### config.mk
export PLATFORM = sky130hd
export DESIGN_NAME = periodic_timing_wheel_flat
export DESIGN_NICKNAME = d
export VERILOG_FILES = /design/src/rtl/ptw_pkg.sv /design/src/rtl/ptw_cmd_if.sv /design/src/rtl/ptw_res_if.sv /design/src/rtl/ptw_div.sv /design/src/rtl/ptw_cell.sv /design/src/rtl/periodic_timing_wheel.sv /design/src/flat_wrapper.sv
export VERILOG_INCLUDE_DIRS = /design/src /design/src/rtl
export SDC_FILE = /design/constraint.sdc
export NUM_CORES = 1
export LEC_CHECK = 0
export BUFFER_PORTS_ARGS = -buffer_cell sky130_fd_sc_hd__buf_2
export CAP_MARGIN = 0
export CORE_MARGIN = 3
export CORE_UTILIZATION = 33
export CTS_CLUSTER_DIAMETER = 40
export CTS_CLUSTER_SIZE = 40
export DETAILED_ROUTE_END_ITERATION = 7
export PLACE_DENSITY = 0.48
export SLEW_MARGIN = 5
export SYNTH_ARGS = -nofsm -noshare
export SYNTH_HDL_FRONTEND = slang
export SYNTH_SLANG_ARGS = --single-unit
### constraint.sdc
create_clock -name i_clk -period 5.8 [get_ports i_clk]
set_input_delay 0.29 -clock i_clk [delete_from_list [all_inputs] [get_ports i_clk]]
set_output_delay 0.29 -clock i_clk [all_outputs]
set_load 0.1 [all_outputs]
### src/rtl/periodic_timing_wheel_defines.svh
// assertion macros shared by the periodic timing wheel rtl
// expects i_clk and i_rst_n in the scope of each use
`ifndef PERIODIC_TIMING_WHEEL_DEFINES_SVH
`define PERIODIC_TIMING_WHEEL_DEFINES_SVH

// condition holds on every clock edge out of reset
`define PTW_ASSERT_ALWAYS(label, cond, msg) \
    label: assert property (@(posedge i_clk) disable iff (!i_rst_n) (cond)) \
        else $error(msg);

// consequent holds in the same cycle as the antecedent
`define PTW_ASSERT_IMPL(label, ante, cons, msg) \
    label: assert property (@(posedge i_clk) disable iff (!i_rst_n) (ante) |-> (cons)) \
        else $error(msg);

// consequent holds in the cycle after the antecedent
`define PTW_ASSERT_NEXT(label, ante, cons, msg) \
    label: assert property (@(posedge i_clk) disable iff (!i_rst_n) (ante) |=> (cons)) \
        else $error(msg);

`endif

### src/rtl/ptw_pkg.sv
// shared types and constants of the periodic timing wheel
// no dependencies
`default_nettype none

package ptw_pkg;

    // fixed field widths
    localparam int CMD_W    = 2;
    localparam int ID_W     = 4;
    localparam int PERIOD_W = 16;
    localparam int KIND_W   = 2;
    localparam int ID_SPACE = 16;

    // parameter defaults
    localparam int WHEEL_SLOTS_DEF = 8;
    localparam int MAX_TIMERS_DEF  = 16;

    // command codes
    typedef enum logic [CMD_W-1:0] {
        CMD_REG   = 2'd0,
        CMD_UNREG = 2'd1,
        CMD_TICK  = 2'd2,
        CMD_NONE  = 2'd3
    } t_cmd;

    // result kinds
    typedef enum logic [KIND_W-1:0] {
        KIND_REG   = 2'd0,
        KIND_REJ   = 2'd1,
        KIND_UNREG = 2'd2,
        KIND_FIRE  = 2'd3
    } t_kind;

    // controller states
    typedef enum logic [2:0] {
        ST_IDLE,
        ST_DIV,
        ST_RESP,
        ST_SCAN,
        ST_EMIT
    } t_state;

    // write / clear request broadcast to the cell chain
    typedef struct packed {
        logic            wr;
        logic            clr;
        logic [ID_W-1:0] id;
    } t_cell_ctl;

endpackage

`default_nettype wire

### src/rtl/ptw_cmd_if.sv
// input channel of the periodic timing wheel: valid/ready plus command beat
// depends on ptw_pkg
`default_nettype none

interface ptw_cmd_if;
    import ptw_pkg::*;

    logic                valid;
    logic                ready;
    logic [CMD_W-1:0]    cmd;
    logic [ID_W-1:0]     timer_id;
    logic [PERIOD_W-1:0] period;

    modport source (output valid, output cmd, output timer_id, output period, input ready);
    modport sink   (input valid, input cmd, input timer_id, input period, output ready);
endinterface

`default_nettype wire

### src/rtl/ptw_res_if.sv
// result channel of the periodic timing wheel: valid/ready plus result beat
// depends on ptw_pkg
`default_nettype none

interface ptw_res_if;
    import ptw_pkg::*;

    logic              valid;
    logic              ready;
    logic [KIND_W-1:0] kind;
    logic [ID_W-1:0]   timer_id_res;
    logic              last;

    modport source (output valid, output kind, output timer_id_res, output last, input ready);
    modport sink   (input valid, input kind, input timer_id_res, input last, output ready);
endinterface

`default_nettype wire

### src/rtl/ptw_div.sv
// two-stage divider by the constant slot count: reciprocal multiply, then remainder
// depends on ptw_pkg
`default_nettype none

module ptw_div #(
    parameter int WHEEL_SLOTS = ptw_pkg::WHEEL_SLOTS_DEF
) (
    input  wire logic                              i_clk,
    input  wire logic                              i_rst_n,
    input  wire logic                              i_start,
    input  wire logic [ptw_pkg::PERIOD_W-1:0]      i_dividend,
    output logic                                   o_done,
    output logic [ptw_pkg::PERIOD_W-1:0]           o_quo,
    output logic [$clog2(WHEEL_SLOTS)-1:0]         o_rem
);
    import ptw_pkg::*;

    localparam int SW    = $clog2(WHEEL_SLOTS);
    // floor(x * MULT / 2^SHIFT) is floor(x / slots) for every x of PERIOD_W bits
    localparam int SHIFT = PERIOD_W + SW;
    localparam int MW    = PERIOD_W + 1;
    localparam int PW    = PERIOD_W + MW;
    localparam int MULT  = ((1 << SHIFT) + WHEEL_SLOTS - 1) / WHEEL_SLOTS;

    logic                r_busy, n_busy;
    logic                r_done, n_done;
    logic [PERIOD_W-1:0] r_num, n_num;
    logic [PERIOD_W-1:0] r_quo, n_quo;
    logic [SW-1:0]       r_rem, n_rem;

    logic [PW-1:0]       w_prod;
    logic [PERIOD_W-1:0] w_back;

    // stage one: quotient by reciprocal multiplication
    assign w_prod = PW'(i_dividend) * PW'(MULT);

    // stage two: quotient times slot count, never above the dividend
    assign w_back = r_quo * PERIOD_W'(WHEEL_SLOTS);

    always_comb begin
        n_busy = 1'b0;
        n_done = 1'b0;
        n_num  = r_num;
        n_quo  = r_quo;
        n_rem  = r_rem;
        if (i_start) begin
            n_busy = 1'b1;
            n_num  = i_dividend;
            n_quo  = PERIOD_W'(w_prod >> SHIFT);
        end else if (r_busy) begin
            n_done = 1'b1;
            n_rem  = SW'(r_num - w_back);
        end
    end

    always_ff @(posedge i_clk) begin
        if (!i_rst_n) begin
            r_busy <= 1'b0;
            r_done <= 1'b0;
        end else begin
            r_busy <= n_busy;
            r_done <= n_done;
        end
        r_num <= n_num;
        r_quo <= n_quo;
        r_rem <= n_rem;
    end

    assign o_done = r_done;
    assign o_quo  = r_quo;
    assign o_rem  = r_rem;

endmodule

`default_nettype wire

### src/rtl/ptw_cell.sv
// one timer entry of the wheel; a scan token passes through it to the next cell
// depends on ptw_pkg
`default_nettype none

module ptw_cell #(
    parameter int WHEEL_SLOTS = ptw_pkg::WHEEL_SLOTS_DEF,
    parameter int CELL_IDX    = 0,
    parameter int RW          = 13
) (
    input  wire logic                         i_clk,
    input  wire logic                         i_rst_n,
    input  wire ptw_pkg::t_cell_ctl           i_ctl,
    input  wire logic [$clog2(WHEEL_SLOTS)-1:0] i_cur,
    input  wire logic [$clog2(WHEEL_SLOTS)-1:0] i_mod,
    input  wire logic [RW-1:0]                i_rounds0,
    input  wire logic                         i_tok,
    output logic                              o_tok,
    output logic                              o_fire
);
    import ptw_pkg::*;

    localparam int SW = $clog2(WHEEL_SLOTS);

    logic          r_valid, n_valid;
    logic          r_tok;
    logic [SW-1:0] r_slot, n_slot;
    logic [SW-1:0] r_mod, n_mod;
    logic [RW-1:0] r_rounds0, n_rounds0;
    logic [RW-1:0] r_rounds, n_rounds;

    logic          w_match, w_hit, w_fire;
    logic [SW-1:0] w_mod_src;
    logic [SW:0]   w_sum;
    logic [SW-1:0] w_next_slot;

    // entry selection and scan hit
    assign w_match = (i_ctl.id == ID_W'(CELL_IDX));
    assign w_hit   = r_tok && r_valid && (r_slot == i_cur);
    assign w_fire  = w_hit && (r_rounds == '0);

    // slot of the next expiry: current slot plus period mod slots
    assign w_mod_src   = (i_ctl.wr && w_match) ? i_mod : r_mod;
    assign w_sum       = {1'b0, i_cur} + {1'b0, w_mod_src};
    assign w_next_slot = (w_sum >= (SW+1)'(WHEEL_SLOTS)) ?
                         SW'(w_sum - (SW+1)'(WHEEL_SLOTS)) : w_sum[SW-1:0];

    // entry update
    always_comb begin
        n_valid   = r_valid;
        n_slot    = r_slot;
        n_mod     = r_mod;
        n_rounds0 = r_rounds0;
        n_rounds  = r_rounds;
        priority if (i_ctl.wr && w_match) begin
            n_valid   = 1'b1;
            n_mod     = i_mod;
            n_rounds0 = i_rounds0;
            n_slot    = w_next_slot;
            n_rounds  = i_rounds0;
        end else if (i_ctl.clr && w_match) begin
            n_valid = 1'b0;
        end else if (w_fire) begin
            n_slot   = w_next_slot;
            n_rounds = r_rounds0;
        end else if (w_hit) begin
            n_rounds = r_rounds - RW'(1);
        end
    end

    always_ff @(posedge i_clk) begin
        if (!i_rst_n) begin
            r_valid <= 1'b0;
            r_tok   <= 1'b0;
        end else begin
            r_valid <= n_valid;
            r_tok   <= i_tok;
        end
        r_slot    <= n_slot;
        r_mod     <= n_mod;
        r_rounds0 <= n_rounds0;
        r_rounds  <= n_rounds;
    end

    assign o_tok  = r_tok;
    assign o_fire = w_fire;

endmodule

`default_nettype wire

### src/rtl/periodic_timing_wheel.sv
// Periodic timing wheel: a row of timer cells swept by a scan token, one cell a
// cycle, plus a two-stage reciprocal divider for the slot and round split of a period.
// A register beat passes through the divider, which splits period-1 into rounds and slot
// offset, then writes the cell and loads the result before the next beat can enter; a
// rejected register or an unregister beat goes straight to the result. A tick beat
// sweeps the token through every timer cell (16 by default), then reports each expired
// timer, or returns to idle when nothing expires. A result that waits for ready holds
// the controller in its response or emit state. The result register lets the next
// command enter while a result still waits to be taken. Expirations come out in
// ascending id order, the final one with last set; a tick with no expiry gives no result.
// Depends on ptw_pkg, ptw_cmd_if, ptw_res_if, ptw_div, ptw_cell.
`default_nettype none
`include "periodic_timing_wheel_defines.svh"

module periodic_timing_wheel #(
    parameter int WHEEL_SLOTS = ptw_pkg::WHEEL_SLOTS_DEF,
    parameter int MAX_TIMERS  = ptw_pkg::MAX_TIMERS_DEF
) (
    input  wire logic  i_clk,
    input  wire logic  i_rst_n,
    ptw_cmd_if.sink    i_cmd,
    ptw_res_if.source  o_res
);
    import ptw_pkg::*;

    localparam int SW    = $clog2(WHEEL_SLOTS);
    localparam int RW    = $clog2(((1 << PERIOD_W) - 1) / WHEEL_SLOTS + 1);
    localparam int NCELL = (MAX_TIMERS < ID_SPACE) ? MAX_TIMERS : ID_SPACE;

    t_state              r_state, n_state;
    logic [SW-1:0]       r_cur;
    logic [ID_W-1:0]     r_id;
    t_kind               r_kind;
    logic [NCELL-1:0]    r_fire_mask;
    logic                r_out_valid;
    t_kind               r_out_kind;
    logic [ID_W-1:0]     r_out_id;
    logic                r_out_last;

    logic                w_in_beat, w_in_ready, w_reject, w_out_free, w_out_load;
    logic                w_div_start, w_div_done, w_tok_start;
    t_cmd                w_cmd;
    t_cell_ctl           w_ctl;
    logic [PERIOD_W-1:0] w_div_quo;
    logic [SW-1:0]       w_div_rem, w_mod;
    logic [RW-1:0]       w_rounds0;
    logic [NCELL-1:0]    w_tok_vec, w_fire_vec, w_mask_rest;
    logic [NCELL:0]      w_tok_chain;
    logic [ID_W-1:0]     w_low_idx;

    // handshake and decode
    assign w_cmd      = t_cmd'(i_cmd.cmd);
    assign w_in_beat  = i_cmd.valid && w_in_ready;
    assign w_reject   = (i_cmd.period == '0) || (int'(i_cmd.timer_id) >= MAX_TIMERS);
    assign w_out_free = !r_out_valid || o_res.ready;

    // divider for rounds and slot offset of a new period
    ptw_div #(.WHEEL_SLOTS(WHEEL_SLOTS)) u_div (
        .i_clk      (i_clk),
        .i_rst_n    (i_rst_n),
        .i_start    (w_div_start),
        .i_dividend (i_cmd.period - PERIOD_W'(1)),
        .o_done     (w_div_done),
        .o_quo      (w_div_quo),
        .o_rem      (w_div_rem)
    );

    // period mod slots is remainder of period-1 plus one, wrapped
    assign w_mod     = (w_div_rem == SW'(WHEEL_SLOTS - 1)) ? '0 : w_div_rem + SW'(1);
    assign w_rounds0 = w_div_quo[RW-1:0];

    // cell chain with the scan token
    assign w_tok_chain[0] = w_tok_start;

    for (genvar g = 0; g < NCELL; g++) begin : g_cell
        ptw_cell #(
            .WHEEL_SLOTS (WHEEL_SLOTS),
            .CELL_IDX    (g),
            .RW          (RW)
        ) u_cell (
            .i_clk     (i_clk),
            .i_rst_n   (i_rst_n),
            .i_ctl     (w_ctl),
            .i_cur     (r_cur),
            .i_mod     (w_mod),
            .i_rounds0 (w_rounds0),
            .i_tok     (w_tok_chain[g]),
            .o_tok     (w_tok_chain[g+1]),
            .o_fire    (w_fire_vec[g])
        );
    end

    assign w_tok_vec = w_tok_chain[NCELL:1];

    // lowest pending expiry
    always_comb begin
        w_low_idx = '0;
        for (int k = NCELL - 1; k >= 0; k--) begin
            if (r_fire_mask[k]) begin
                w_low_idx = ID_W'(k);
            end
        end
    end

    assign w_mask_rest = r_fire_mask & ~(NCELL'(1) << w_low_idx);

    // next state
    always_comb begin
        n_state = r_state;
        unique case (r_state)
            ST_IDLE: begin
                if (w_in_beat) begin
                    unique case (w_cmd)
                        CMD_REG:   n_state = w_reject ? ST_RESP : ST_DIV;
                        CMD_UNREG: n_state = ST_RESP;
                        CMD_TICK:  n_state = ST_SCAN;
                        CMD_NONE:  n_state = ST_IDLE;
                    endcase
                end
            end
            ST_DIV: begin
                if (w_div_done) n_state = ST_RESP;
            end
            ST_RESP: begin
                if (w_out_free) n_state = ST_IDLE;
            end
            ST_SCAN: begin
                if (w_tok_vec[NCELL-1]) n_state = ST_EMIT;
            end
            ST_EMIT: begin
                if (r_fire_mask == '0) begin
                    n_state = ST_IDLE;
                end else if (w_out_free && (w_mask_rest == '0)) begin
                    n_state = ST_IDLE;
                end
            end
            default: n_state = ST_IDLE;
        endcase
    end

    // controller outputs
    always_comb begin
        w_in_ready  = (r_state == ST_IDLE);
        w_div_start = 1'b0;
        w_tok_start = 1'b0;
        w_ctl.wr    = 1'b0;
        w_ctl.clr   = 1'b0;
        w_ctl.id    = r_id;
        w_out_load  = 1'b0;
        unique case (r_state)
            ST_IDLE: begin
                w_ctl.id    = i_cmd.timer_id;
                w_div_start = w_in_beat && (w_cmd == CMD_REG) && !w_reject;
                w_tok_start = w_in_beat && (w_cmd == CMD_TICK);
                w_ctl.clr   = w_in_beat && (w_cmd == CMD_UNREG);
            end
            ST_DIV:  w_ctl.wr   = w_div_done;
            ST_RESP: w_out_load = w_out_free;
            ST_SCAN: w_out_load = 1'b0;
            ST_EMIT: w_out_load = w_out_free && (r_fire_mask != '0);
            default: w_out_load = 1'b0;
        endcase
    end

    // state, wheel pointer and result register
    always_ff @(posedge i_clk) begin
        if (!i_rst_n) begin
            r_state     <= ST_IDLE;
            r_cur       <= '0;
            r_fire_mask <= '0;
            r_out_valid <= 1'b0;
        end else begin
            r_state <= n_state;
            if (w_tok_start) begin
                r_cur <= (r_cur == SW'(WHEEL_SLOTS - 1)) ? '0 : r_cur + SW'(1);
            end
            if (r_state == ST_SCAN) begin
                r_fire_mask <= r_fire_mask | w_fire_vec;
            end else if (r_state == ST_EMIT && w_out_load) begin
                r_fire_mask <= w_mask_rest;
            end
            if (w_out_load) begin
                r_out_valid <= 1'b1;
            end else if (o_res.ready) begin
                r_out_valid <= 1'b0;
            end
        end
        if (w_in_beat) begin
            r_id   <= i_cmd.timer_id;
            r_kind <= (w_cmd == CMD_UNREG) ? KIND_UNREG : (w_reject ? KIND_REJ : KIND_REG);
        end
        if (w_out_load) begin
            if (r_state == ST_EMIT) begin
                r_out_kind <= KIND_FIRE;
                r_out_id   <= w_low_idx;
                r_out_last <= (w_mask_rest == '0);
            end else begin
                r_out_kind <= r_kind;
                r_out_id   <= r_id;
                r_out_last <= 1'b1;
            end
        end
    end

    // ports
    assign i_cmd.ready        = w_in_ready;
    assign o_res.valid        = r_out_valid;
    assign o_res.kind         = r_out_kind;
    assign o_res.timer_id_res = r_out_id;
    assign o_res.last         = r_out_last;

    // checks
    `PTW_ASSERT_ALWAYS(a_tok_single, $onehot0(w_tok_vec), "more than one scan token in the chain")
    `PTW_ASSERT_IMPL(a_idle_mask_empty, r_state == ST_IDLE, r_fire_mask == '0,
        "pending expiries left behind in idle")
    `PTW_ASSERT_IMPL(a_div_done_in_div, r_state != ST_DIV, !w_div_done,
        "divider finished outside of a register command")
    `PTW_ASSERT_NEXT(a_cmd_leaves_idle, w_in_beat && (w_cmd != CMD_NONE), r_state != ST_IDLE,
        "accepted command did not start work")

endmodule

`default_nettype wire
### src/flat_wrapper.sv
// flat-port wrapper written by rule: the top's interface ports become plain ports
module periodic_timing_wheel_flat import ptw_pkg::*;
#(
    parameter int WHEEL_SLOTS = ptw_pkg::WHEEL_SLOTS_DEF,
    parameter int MAX_TIMERS  = ptw_pkg::MAX_TIMERS_DEF
)
  (i_clk, i_rst_n, i_cmd_valid, i_cmd_cmd, i_cmd_timer_id, i_cmd_period, i_cmd_ready, o_res_valid, o_res_kind, o_res_timer_id_res, o_res_last, o_res_ready);
  ptw_cmd_if i_cmd_i ();
  ptw_res_if o_res_i ();
  input  wire logic i_clk;
  input  wire logic i_rst_n;
  input wire logic [$bits(i_cmd_i.valid)-1:0] i_cmd_valid;
  input wire logic [$bits(i_cmd_i.cmd)-1:0] i_cmd_cmd;
  input wire logic [$bits(i_cmd_i.timer_id)-1:0] i_cmd_timer_id;
  input wire logic [$bits(i_cmd_i.period)-1:0] i_cmd_period;
  output wire logic [$bits(i_cmd_i.ready)-1:0] i_cmd_ready;
  output wire logic [$bits(o_res_i.valid)-1:0] o_res_valid;
  output wire logic [$bits(o_res_i.kind)-1:0] o_res_kind;
  output wire logic [$bits(o_res_i.timer_id_res)-1:0] o_res_timer_id_res;
  output wire logic [$bits(o_res_i.last)-1:0] o_res_last;
  input wire logic [$bits(o_res_i.ready)-1:0] o_res_ready;
  assign i_cmd_i.valid = i_cmd_valid;
  assign i_cmd_i.cmd = i_cmd_cmd;
  assign i_cmd_i.timer_id = i_cmd_timer_id;
  assign i_cmd_i.period = i_cmd_period;
  assign i_cmd_ready = i_cmd_i.ready;
  assign o_res_valid = o_res_i.valid;
  assign o_res_kind = o_res_i.kind;
  assign o_res_timer_id_res = o_res_i.timer_id_res;
  assign o_res_last = o_res_i.last;
  assign o_res_i.ready = o_res_ready;
  periodic_timing_wheel #(.WHEEL_SLOTS(WHEEL_SLOTS), .MAX_TIMERS(MAX_TIMERS)) u_core (.i_clk(i_clk), .i_rst_n(i_rst_n), .i_cmd(i_cmd_i), .o_res(o_res_i));
endmodule
# Word level (Yosys, flattened, before mapping)
# Cells that the tools add are included.
# Widths: inputs -> output; s select.
# totals
latch_bits,0
word_cells,660
n_memories,0
ramBits,0
in_bits,26
out_inout_bits,9
mem_bits_ro,0
register_bits,601
# classes
div_mod_pow,0
n_eq_ne,61
n_lt_le_gt_ge,16
muxes,216
multipliers,0
bitwise,5
shifts,1
n_addsub,52
n_reduce_logical,199
# ops
operator,n
$mux 13,64
$mux 3,88
$logic_not 13->1,16
$sub 13x1->13 const B,16
$logic_and 1x1->1,88
$mux 4,17
$reduce_bool 2->1,34
$reduce_and 2->1,33
$add 3x3->4,16
$ge 4x4->1 const B,16
$sub 3x1->3 const B,17
$eq 3x3->1,16
$logic_not 16->1,3
$reduce_bool 3->1,16
$mux 1,40
$ne 2x2->1 const B,18
$eq 4x4->1 const B,8
$mux 16,2
$and 16x16->16,1
$eq 4x3->1 const B,4
$not 16->16,1
$or 16x16->16,1
$reduce_bool 16->1,1
$shl 1x4->16 const A,1
other kinds (24),33

# Depth between registers and ports, before layout
# depth
ltp_word,24
mapped_depth,15
depth_no_buf,12

# Modules after synthesis
# A second synthesis with hierarchy kept.
# hier_totals
hier_cells,2565
area_unflattened_um2,29739.8
# by_module_without_submodules
mod,cells_each,seq_area_each_um2,n_inst,area_each_um2
ptw_cell at u_core.g_cell[0].u_cell ...,140,970.9,4,1664.1
ptw_cell at u_core.g_cell[10].u_cell ...,139,970.9,3,1672.9
ptw_cell at u_core.g_cell[5].u_cell ...,140,970.9,2,1662.8
ptw_cell at u_core.g_cell[4].u_cell ...,139,970.9,2,1661.6
periodic_timing_wheel,281,850.8,1,2322.2
ptw_cell at u_core.g_cell[7].u_cell,145,970.9,1,1705.4
ptw_cell at u_core.g_cell[2].u_cell,143,970.9,1,1692.9
ptw_cell at u_core.g_cell[9].u_cell,144,970.9,1,1687.9
ptw_cell at u_core.g_cell[1].u_cell,144,970.9,1,1674.1
ptw_cell at u_core.g_cell[15].u_cell,145,970.9,1,1670.4
ptw_div,28,610.6,1,663.1

# Worst setup path after synthesis
# OpenSTA, ideal clock, no wires.
# synth_timing
path_kind,register to register
start,reg u_core.r_state[0]
end,reg u_core.g_cell[1].u_cell.r_slot[2] (data pin)
slack_ns,1.803
setup_time_ns,0.258
path_buffers,4
synth_period_minus_slack_ns,3.997
t_required_ns,5.542
stages_incl_launch_ff,14
arrival_time_ns,3.739
path_cell_list,dfxtp_1 buf_4 nor3_1 clkbuf_1 a31oi_1 clkbuf_1 nand2b_1 clkbuf_1 o21ai_0 ha_1 inv_1 fa_1 xor2_1 xnor2_1
# synth_between
elab_chain_len,11
word_cells_on_any_way,14
cone_classes,add/sub (2); order compare (1); eq/ne (2); mux (7); reduce/logical (2)
# synth_rtl
element,line,text
start: declaration,periodic_timing_wheel.sv:30,"t_state r_state, n_state;"
start signal: assignment,periodic_timing_wheel.sv:173,r_state <= n_state;
$logic_not 3->1 *,n/a,
named net i_cmd_ready,flat_wrapper.sv:16,output wire logic [$bits(i_cmd_i.ready)-1:0] i_cmd_ready;
$mux 5 *,periodic_timing_wheel.sv:150,unique case (r_state)
$eq 4x1->1 *,ptw_cell.sv:37,assign w_match = (i_ctl.id == ID_W'(CELL_IDX));
$logic_and 1x1->1 *,"ptw_cell.sv:42, ptw_cell.sv:54",
$mux 3,ptw_cell.sv:42,assign w_mod_src = (i_ctl.wr && w_match) ? i_mod : r_mod;
$add 3x3->4,ptw_cell.sv:43,"assign w_sum = {1'b0, i_cur} + {1'b0, w_mod_src};"
$ge 4x4->1 or $sub 3x1->3 (tied branches),"ptw_cell.sv:44, ptw_cell.sv:45",
$mux 3,ptw_cell.sv:44,assign w_next_slot = (w_sum >= (SW+1)'(WHEEL_SLOTS)) ?
$mux 3,ptw_cell.sv:62,end else if (w_fire) begin
$mux 3,ptw_cell.sv:60,end else if (i_ctl.clr && w_match) begin
$mux 3 *,ptw_cell.sv:54,priority if (i_ctl.wr && w_match) begin
named net u_core.g_cell[1].u_cell.n_slot[2],ptw_cell.sv:26,"logic [SW-1:0] r_slot, n_slot;"
end signal: assignment,ptw_cell.sv:78,r_slot <= n_slot;
end: declaration,ptw_cell.sv:26,
# Mark *: on every way through the listed nets, which the timed path passes. The rest lies on a longest branch. The select of a mux whose other input is x is not followed.
# A chain may end at the register's enable or synchronous reset.

# Final worst setup path
# layout_timing
start,reg u_core.r_state[0]
end,reg u_core.g_cell[4].u_cell.r_slot[2] (data pin)
# layout_between
elab_chain_len,11
word_cells_on_any_way,14
cone_classes,add/sub (2); order compare (1); eq/ne (2); mux (7); reduce/logical (2)
# layout_rtl
element,line
$logic_not 3->1,periodic_timing_wheel.sv:150
$mux 5,periodic_timing_wheel.sv:150
$eq 4x3->1,ptw_cell.sv:37
$logic_and 1x1->1 *,"ptw_cell.sv:42, ptw_cell.sv:54"
$mux 3,n/a
$add 3x3->4,ptw_cell.sv:43
$ge 4x4->1 or $sub 3x1->3 (tied branches),"ptw_cell.sv:44, ptw_cell.sv:45"
$mux 3,ptw_cell.sv:44
$mux 3,ptw_cell.sv:62
$mux 3,ptw_cell.sv:60
$mux 3 *,ptw_cell.sv:54
named net u_core.g_cell[4].u_cell.n_slot[2],ptw_cell.sv:26
end signal: assignment,ptw_cell.sv:78
end: declaration,ptw_cell.sv:26
# Marks and branches as above.

==> results.yml <==
sta:
  drv_slew: 0
  setup-violations-final: 0
  slew_headroom: 0.137
  fmax_mhz: 251
  finalCritPeriodShare: 0.687
  tns_ns: 0
  grt_setup_unrepaired: "no"
  clock_skew_ns: 0.0198
  holdWs_ns: 0.134
  tightest_slew_ns: 1.28
  min_period_ns: 3.98
  finalHoldViolations: 0
worst_setup_path:
  worstPathMaxFanout: 15
  critPathBufInv: 1
  r2r_start: "u_core.r_state[0]$_SDFFE_PN0P_"
  cp-end-kind: "register"
  start_kind: "register"
  crit_chain: "nor3_2, o31ai_1, nand2_1, o21ai_0, ha_1, inv_1, fa_1, xor2_1, xnor2_1"
  slowest_delay_ns: 1.05
  slowest_stage: "o31ai_1"
  critPathLaunch: "u_core.r_state[0]$_SDFFE_PN0P_"
  worstSetupPathType: "reg -> reg"
  required_ns: 6.19
  crit_arrival_ns: 4.37
  cpLargestDelayFamily: "compound AO/OA/AOI/OAI gates"
clock_network:
  clkTransAtPathRegs_ns: 0.05
  cts-htree-levels: 3
  cts.sinks: 601
  cts-root-buf: "clkbuf_16"
  clk_latency_ns: 0.64
  cts_tree: "done"
  numCtsBuffers: 111
  clockBufferDepth: 3
status:
  status: "complete, no violations"
yosys:
  synth.top_cells.by_count: "edfxtp_1, nand2_1, o21ai_0"
  syn-instance-count: 2623
  yosysMostFrequentCell: "edfxtp_1"
  ys.flop_type: "edfxtp_1"
  synth-async-reset-ratio: 0
  synth_seq_area_share: 0.603
  ys_ff_latch: 601
  synthTopCellsByArea: "edfxtp_1, dfxtp_1, o21ai_0, nand2_1, xor2_1"
  synth_top_cell_by_area: "edfxtp_1"
  synthDistinctLibCells: 53
  synth_edf_count: 496
  synth_top_area_frac: 0.528
  avgSynthCellArea_um2: 10.7
  netlist_area_mm2: 0.0282
  ys.warnings.count: 0
  synth_nets: 2705
detailed_routing:
  wire_per_inst_um: 17.5
  routed_wl_um: 68700
  drc: 0
  initialDrtViolationCount: 1179
  drt-vias-per-instance: 4.89
  drtPass1Iterations: 8
  vias: 19190
  ant_nets: 0
power:
  leakagePower_nw: 11.6
  peakVddDrop_v: 0.000213
  cellPowerDensity_mw_per_mm2: 344
finish:
  nets: 2774
  drive_gt1_frac: 0.103
  final_util: 0.400
  area_delta_synth_final_pct: 19.4
floorplanning:
  dieArea_mm2: 0.0890
  dieHeight_um: 298
  initial_utilization: 0.335
  die_w_um: 298
  core_mm2: 0.0841
  num_rows: 106
  ios: 35
global_route:
  grt_pass1_vias: 18980
  grt_overflow: 0
  grt_pass1_wl_um: 108000
  antenna_found_initial: 6
  grt_max_degree: 37
  grt_use_total: 0.153
worst_hold_path:
  hold_path_class: "in -> reg"
  worstHoldStart: "i_rst_n"
place:
  numPortBuffers: 34
  gp_congestion: 0.936
  dp_hpwl_um: 42600
job:
  max_cap_viol_count: 0
## layer usage
metal / part of all wire / track usage / up-vias
met1: 0.48 / 0.209 / 9240
met5: 0.00082 / 0 / -
li1: - / - / 9420
met4: 0.023 / 0.0432 / 6
met3: 0.045 / 0.0326 / 133
met2: 0.45 / 0.244 / 391
## power by group
group | switching, mW | total, mW | internal, mW | leakage, nW
logic | 0.182 | 0.242 | 0.0601 | 4.50
clock network | 2.21 | 6.67 | 4.46 | 1.87
registers | 0.0228 | 4.68 | 4.66 | 5.25
## worst register-to-register path, delay by kind of cell (launching register included)
family          cells  cell delay (ns)
compound gates      2             1.46
simple gates        2             0.83
fa+ha+maj           2             0.58
flops               1             0.51
xor+xnor            2             0.30
buf+inv             1             0.06
## per-stage QoR
| stage | total power [mW] | cell area [µm²] | std cells | worst slack, ns |
|---|---|---|---|---|
| 6_report | 11.6 | 33700 | 3923 | 1.82 |
| 5_1_grt | 12.0 | 33600 | 3922 | 1.45 |
| 4_1_cts | 11.7 | 33600 | 3921 | 1.86 |
| 3_5_place_dp | 5.00 | 29600 | 3693 | 1.86 |
| 3_3_place_gp | 4.99 | 29600 | 3693 | 2.07 |
| 2_1_floorplan | 4.89 | 28200 | 2623 | 1.80 |
## cells by family (layout without fill, tap and decap cells)
kind of cell,Yosys count,after routing,share of synthesized area
buffers and inverters,236,400,0.0316
and+or+nand+nor,910,910,0.145
muxes,23,23,0.00897
AOI/OAI and AO/OA,552,552,0.106
DFF,601,601,0.603
adders and majority gates,56,56,0.0291
xor gates and xnor gates,245,245,0.0761
other,0,2,0
## worst paths after layout
path | endpoint | slack [ns] | cells after the start
setup reg to reg | u_core.g_cell[4].u_cell.r_slot[2]$_DFFE_PP_ | 1.82 | 9
hold reg to reg | u_core.u_div.o_rem[1]$_DFFE_PP_ | 0.44 | 0
setup / recovery | u_core.g_cell[4].u_cell.r_slot[2]$_DFFE_PP_ | 1.82 | 9
hold / removal | u_core.u_div.r_busy$_SDFF_PN0_ | 0.13 | 2
## area by class of cell
cell class	count	area, µm²
well taps	1134	1420
flip-flops and latches	601	17000
fillers	8133	50400
multi-input cells	1786	10300
clock buffers	130	2900
diodes	2	5.00
repair buffers	91	648
clock inverters	78	992
inverters	101	379
## flip-flops by register name (all words and copies together) (netlist names), 2 cells and up
name	flops
u_core.u_div.o_quo	13
u_core.g_cell.u_cell.o_tok	16
u_core.r_state	3
u_core.g_cell.u_cell.r_valid	16
u_core.r_id	4
u_core.r_cur	3
u_core.r_kind	2
u_core.r_fire_mask	16
u_core.g_cell.u_cell.r_rounds0	208
u_core.g_cell.u_cell.r_mod	48
u_core.o_res.timer_id_res	4
u_core.g_cell.u_cell.r_rounds	208
u_core.u_div.o_rem	3
u_core.u_div.r_num	3
u_core.g_cell.u_cell.r_slot	48
u_core.o_res.kind	2
## repair_timing
action / CTS / global route
hold endpoints to repair: 19 / 0
hold buffers: 20 / 0
setup buffers: 0 / 0
resized for setup: 0 / 0
## layout by cell type (no fill, tap or decap), types with 27 or more instances in the layout
| cell type | instances |
|---|---|
| o21ai_0 | 375 |
| buf_4 | 37 |
| nor3_1 | 60 |
| ha_1 | 40 |
| edfxtp_1 | 496 |
| xnor2_1 | 105 |
| nor2_1 | 229 |
| xor2_1 | 140 |
| nand2b_1 | 27 |
| or3_1 | 56 |
| nand4_1 | 30 |
| nand3_1 | 33 |
| dfxtp_1 | 103 |
| nand2_1 | 390 |
| buf_2 | 34 |
| a21oi_1 | 74 |
| clkbuf_16 | 112 |
| inv_1 | 101 |
No activity file was read; power rests on OpenSTA's default activity.
